## config.mk

```make
export PLATFORM = sky130hd
export DESIGN_NAME = zktt_ctrl
export DESIGN_NICKNAME = d
export VERILOG_FILES = /design/src/hdl/zktt_pkg.sv /design/src/hdl/zktt_ctrl.sv
export SDC_FILE = /design/constraint.sdc
export NUM_CORES = 1
export LEC_CHECK = 0
export ABC_AREA = 0
export ABC_CLOCK_PERIOD_IN_PS = 2000
export BUFFER_PORTS_ARGS = -buffer_cell sky130_fd_sc_hd__buf_4
export CAP_MARGIN = 5
export CORE_AREA = 8 8 45 47
export DETAILED_ROUTE_END_ITERATION = 16
export DIE_AREA = 0 0 53 55
export PLACE_DENSITY = 0.55
export SLEW_MARGIN = 30
export SYNTH_ARGS = -nofsm -noshare
export SYNTH_HDL_FRONTEND = slang
export SYNTH_SLANG_ARGS = --single-unit
```

## constraint.sdc

```tcl
create_clock -name i_clk -period 2 [get_ports i_clk]
set_input_delay 0.1 -clock i_clk [delete_from_list [all_inputs] [get_ports i_clk]]
set_output_delay 0.1 -clock i_clk [all_outputs]
set_load 0.05 [all_outputs]
```

## src/hdl/zktt_pkg.sv

```systemverilog
// Shared types, command codes and default sizes for the Zobrist key unit
package zktt_pkg;

    // field widths
    localparam int CMD_W    = 3;
    localparam int PIECE_W  = 3;
    localparam int SQUARE_W = 6;
    localparam int WORD_W   = 64;
    localparam int MOVE_W   = 6;

    // default sizes
    localparam int TABLE_ENTRIES_DEF = 16384;
    localparam int PIECE_KINDS_DEF   = 6;
    localparam int BOARD_SQUARES_DEF = 64;

    // command codes
    localparam logic [CMD_W-1:0] CMD_LOAD   = 3'd0;
    localparam logic [CMD_W-1:0] CMD_TOGGLE = 3'd1;
    localparam logic [CMD_W-1:0] CMD_STORE  = 3'd2;
    localparam logic [CMD_W-1:0] CMD_LOOKUP = 3'd3;
    localparam logic [CMD_W-1:0] CMD_CLEAR  = 3'd4;
    localparam logic [CMD_W-1:0] CMD_ZERO   = 3'd5;

    // input transaction payload
    typedef struct packed {
        logic [CMD_W-1:0]    cmd;
        logic                side;
        logic [PIECE_W-1:0]  piece_kind;
        logic [SQUARE_W-1:0] square;
        logic                table_select;
        logic [WORD_W-1:0]   word_value;
        logic [MOVE_W-1:0]   move_from;
        logic [MOVE_W-1:0]   move_to;
    } t_in_item;

    // result transaction payload
    typedef struct packed {
        logic                hit;
        logic [MOVE_W-1:0]   found_from;
        logic [MOVE_W-1:0]   found_to;
        logic [WORD_W-1:0]   position_key;
    } t_out_item;

    // controller to datapath commands
    typedef struct packed {
        logic accept;    // capture input, read memories at input address
        logic mod_step;  // one 8-bit digit of the key remainder
        logic rd_item;   // read memories at the captured address
        logic commit;    // apply the command, load the result register
        logic clr_step;  // zero one table entry
    } t_ctl;

    // datapath to controller status
    typedef struct packed {
        logic in_entry;     // incoming command uses the table
        logic slot_direct;  // slot is a mask of the key
        logic mod_last;     // remainder finishes this cycle
        logic item_clear;   // captured command is a table clear
        logic clr_last;     // clearing pass at last entry
    } t_stat;

endpackage

```

## src/hdl/zktt_ctrl.sv

```systemverilog
// Controller state machine for the Zobrist key unit
module zktt_ctrl (
    input  logic            i_clk,
    input  logic            i_rst_n,
    input  logic            i_in_valid,
    output logic            o_in_ready,
    input  logic            i_out_ready,
    output logic            o_out_valid,
    input  zktt_pkg::t_stat i_stat,
    output zktt_pkg::t_ctl  o_ctl
);

    typedef enum logic [4:0] {
        S_CLEAR = 5'b00001,
        S_IDLE  = 5'b00010,
        S_MOD   = 5'b00100,
        S_READ  = 5'b01000,
        S_EXEC  = 5'b10000
    } t_state;

    t_state r_state, n_state;
    logic   r_out_valid;
    logic   w_out_free;

    assign w_out_free = !r_out_valid || i_out_ready;

    // next state and datapath commands
    always_comb begin
        n_state = r_state;
        o_ctl   = '0;
        case (r_state)
            S_CLEAR: begin
                o_ctl.clr_step = 1'b1;
                if (i_stat.clr_last) n_state = S_IDLE;
            end
            S_IDLE: begin
                if (i_in_valid) begin
                    o_ctl.accept = 1'b1;
                    n_state = (i_stat.in_entry && !i_stat.slot_direct) ? S_MOD : S_EXEC;
                end
            end
            S_MOD: begin
                o_ctl.mod_step = 1'b1;
                if (i_stat.mod_last) n_state = S_READ;
            end
            S_READ: begin
                o_ctl.rd_item = 1'b1;
                n_state = S_EXEC;
            end
            S_EXEC: begin
                // hold until the result register is free
                if (w_out_free) begin
                    o_ctl.commit = 1'b1;
                    n_state = i_stat.item_clear ? S_CLEAR : S_IDLE;
                end
            end
            default: n_state = S_CLEAR;
        endcase
    end

    // state register, starts with the clearing pass
    always_ff @(posedge i_clk) begin
        if (!i_rst_n) begin
            r_state <= S_CLEAR;
        end else begin
            r_state <= n_state;
        end
    end

    // result valid flag
    always_ff @(posedge i_clk) begin
        if (!i_rst_n) begin
            r_out_valid <= 1'b0;
        end else if (o_ctl.commit) begin
            r_out_valid <= 1'b1;
        end else if (i_out_ready) begin
            r_out_valid <= 1'b0;
        end
    end

    assign o_in_ready  = (r_state == S_IDLE);
    assign o_out_valid = r_out_valid;

endmodule

```

[After elaboration in Yosys (flattened, before gate mapping)]
Cells that the tools add are included.
Storage, ports and cells
  output and inout port bits: 7
  flip-flop bits (word level): 6
Operators by class
  multiplexer cells: 16
  eq/ne operators: 9
  reductions and logical operators: 6
Operators with widths (number)
  5-bit 2-to-1 mux: 5
  5-bit case mux with 5 select lines: 1
  1-bit 2-to-1 mux: 9
  2-bit inequality test, second input constant: 4
  5-bit by 1-bit equality test with 1-bit output, second input constant: 1
  5-bit by 2-bit equality test with 1-bit output, second input constant: 1
  5-bit by 3-bit equality test with 1-bit output, second input constant: 1
  5-bit by 4-bit equality test with 1-bit output, second input constant: 1
  5-bit equality test, second input constant: 1
  4-bit AND reduction: 1
  1-bit zero test: 2
  2-bit 2-to-1 mux: 1
  2-bit nonzero test: 1
  1-bit logical AND: 1
  1-bit logical OR: 1

[Logic depth before layout (Yosys ltp)]
  depth in word-level cells: 5
  gate-level depth with buffers: 6

[Worst setup path before layout]
OpenSTA, ideal clock, no wires.
  kind: reg-to-reg
  start point: reg r_state[1]
  end point: reg r_state[0]
  stages on the path, launching flop included: 4
  arrival time: 2.282 ns
  data required time: 1.801 ns
  period minus slack after synthesis: 2.481 ns
  slack: -0.481 ns
  path buffers: 0
  path through: dfxtp_1 or3_4 nor3b_1 o311ai_0
On the way
  longest elaborated chain between the ends: 3
Ends and longest elaborated chain
  start: declaration: RTL line zktt_ctrl.sv:21  | t_state r_state, n_state;
  start signal: assignment: RTL line zktt_ctrl.sv:66  | r_state <= n_state;
  5-bit equality test, or another cell as far along: RTL line zktt_ctrl.sv:31  | case (r_state)
  2-bit inequality test (no source line)
  4-bit AND reduction (no source line)
Several ways; a longest one is shown, not always the timed one.
A chain may end at the register's enable or synchronous reset.

==> run metrics <==
fin. max-slew vios=0; final setup TNS=0 ns; Core Util, Final=between 30% and 40%; Clock transition at path regs=~0.05 ns; diode count=0; initial antenna violation count=0; HP Class=in -> reg; most frequent cells in the layout=buf_4 (15), nor2_1 (6), dfxtp_1 (6), a21oi_1 (4); slowest CP cell=or3b_2; commonest non-fill, non-tap cell in the layout=buf_4; fill count=139; Post-CTS Setup Bufs=0; # resized after CTS=0; final RePlAce weighted congestion=between 0.7 and 0.8; drt total wl=just over 1000 um; clk sinks=6; CTS tree=built; Period minus WS final=about 1.9 ns; deepest clock path buffer count=2; Worst EP arrival=1.79 ns; register bit total from synthesis=6; Int Pwr=between 0.2 and 0.3 mW; WHS=around 0.099 ns; share of layout cells above drive strength 1=38.1%; vias per inst=approximately 5.0; Slew headroom=roughly 70%; multiplexer share of the synthesized area=0%; Final ANT Viol Nets=0; P&R area growth vs syn=43.0%; Post-Syn Nets=54; Layout Nets=74; CP Capture Type=primary output; PwrDens=832 nW/um^2; first-pass GRT wire length=approximately 1600 um; slew at the pin closest to its max-slew limit=between 0.4 and 0.5 ns; Crit path largest cell delay=approximately 0.47 ns; GRT Overall Usage=just over 7%; final worst path period share=between 90% and 100%; Avg Cell Area, Syn=a little over 8 sq um; clk_skew=approximately 0.0033 ns; DRC violations left=0; Starting Density=a little over a quarter; die area=just under 3000 sq um; HPWL Detailed=827 um; gate count after technology mapping=45; largest net degree at the start of global routing=9; sequential element share of the synthesized area=between 30 and 40%; CORE AREA=between 1000 and 1500 sq um; Unique masters post-synth=24; Req. time, crit path=between 1.5 and 2 ns; sw frac=between 30% and 40%; vias in the first global route=roughly 380; Synth Area in Simple Gates=between 40% and 50%; max cap viols=0; # setup viols final=0; Critical Path Fanout Max=7; clock share of power=roughly a quarter; CP Launch Type=flop; Std-Cell Rows=14; Post-Synth Adder-Cell Area=0%; WL per Instance=~13 um; number of hold buffers added after cts=0; GRT overflow=0; Setup CP Type=reg -> out; post-synthesis xor/xnor area fraction=0%; CP cell instances=or3_4 > or3b_2 > inv_1 > buf_4; VDD IR max=between 0.0003 and 0.0004 V; CTS Buf Count=3; 1st-pass router iterations=4; IO Port Bufs=15; DRT iter0 DRCs=1; die height=between 50 and 60 um; DR vias=around 390; f_max=around 530 MHz; CTS Root Cell=clkbuf_4; final hold violations=0; Flop pwr share=34.2%; Ys Warns=0; outcome=completed; Mapped Area=~370 sq um; Logic pwr share=between 40% and 50%; # IOs=16; sw power=about 0.16 mW; Synth Area in Compound Gates=20.5%; RSZ-0062 raised after global routing=no; worst-skew pair later-pin latency=between 0.2 and 0.25 ns; Static Leakage=0.237 nW; Die W=53 um; H-tree level count=1; largest family of logic cells by synthesized area=simple AND/OR/NAND/NOR gates
-- power groups by stage --
| stage | clock network, mW | logic, mW | registers (mW) |
|---|---|---|---|
| after floorplan | 0 | 0.131 | 0.150 |
| after global placement | 0 | 0.182 | 0.154 |
| after detailed placement | 0 | 0.179 | 0.154 |
| after CTS | 0.117 | 0.180 | 0.151 |
| after global routing | 0.120 | 0.192 | 0.154 |
| final | 0.113 | 0.178 | 0.152 |
-- critical path, delay by kind of cell, from the launching register on --
family / cells / cell delay, ns
AND/OR/NAND/NOR: 2 / 0.89
buffers and inverters: 2 / 0.30
flip-flops: 1 / 0.35
-- cell families (layout without fill, tap and decap cells) --
group	Yosys count	in the layout
AOI/OAI and AO/OA	10	10
and+or+nand+nor	26	26
DFF	6	6
buffers and inverters	3	21
-- final timing paths --
check / startpoint / depth (start not counted) / endpoint / slack (ns)
max: r_state[1]$_SDFFE_PN0P_ / 4 / o_ctl[0] / 0.11
min: i_rst_n / 2 / r_state[0]$_SDFFE_PN1P_ / 0.1
max reg2reg: r_state[1]$_SDFFE_PN0P_ / 4 / r_state[1]$_SDFFE_PN0P_ / 0.28
min reg2reg: r_state[4]$_SDFFE_PN0P_ / 2 / o_out_valid$_SDFFE_PN0P_ / 0.62
-- synth_stat cells --
cell type	number	area (sq um)
nor2_1	6	22.5
o2111ai_2	1	15.0
inv_1	3	11.3
a21oi_1	4	20.0
a221oi_1	1	8.76
nand2b_1	1	6.26
or3b_2	1	8.76
and4_1	1	8.76
or3_4	1	11.3
nor2b_1	2	12.5
nand2_1	3	11.3
and2_1	1	6.26
nand3b_1	2	15.0
dfxtp_1	6	120
o21a_1	1	7.51
o21bai_1	1	7.51
nand3_1	1	5.00
or4b_4	1	13.8
and3b_2	1	10.0
o31a_1	1	8.76
o311ai_0	1	8.76
nor3_1	1	5.00
nor3b_1	3	22.5
nor4_1	1	6.26
-- per-stage QoR --
| step | worst slack [ns] | std cells | total power, mW | instance area (sq um) |
|---|---|---|---|---|
| global placement | 0.308 | 76 | 0.335 | 510 |
| finish | 0.114 | 79 | 0.444 | 533 |
| global route | 0.0546 | 79 | 0.467 | 533 |
| detailed placement | 0.298 | 76 | 0.333 | 510 |
| CTS | 0.108 | 79 | 0.448 | 533 |
| floorplan | 0.0786 | 45 | 0.281 | 378 |
-- sequential cells by signal, summed over array words and instances (netlist names) --
register	count
r_state	5
o_out_valid	1
-- area by class of cell --
cell class                      count  area (sq um)  area share (%)
Clock buffer                        3          22.5            4.23
Inverter                            3          11.3            2.11
Multi-Input combinational cell     36           246            46.2
Sequential cell                     6           120            22.5
Tap cell                           16          20.0            3.76
Timing Repair Buffer               15           113            21.1
-- per-layer routing --
metal  GRT usage [%]  share of wire [%]
met3            2.67                6.1
met5               0                  0
met1            8.48                 47
met2            10.7                 45
met4            5.17                2.7
No activity file was read; power rests on OpenSTA's default activity.
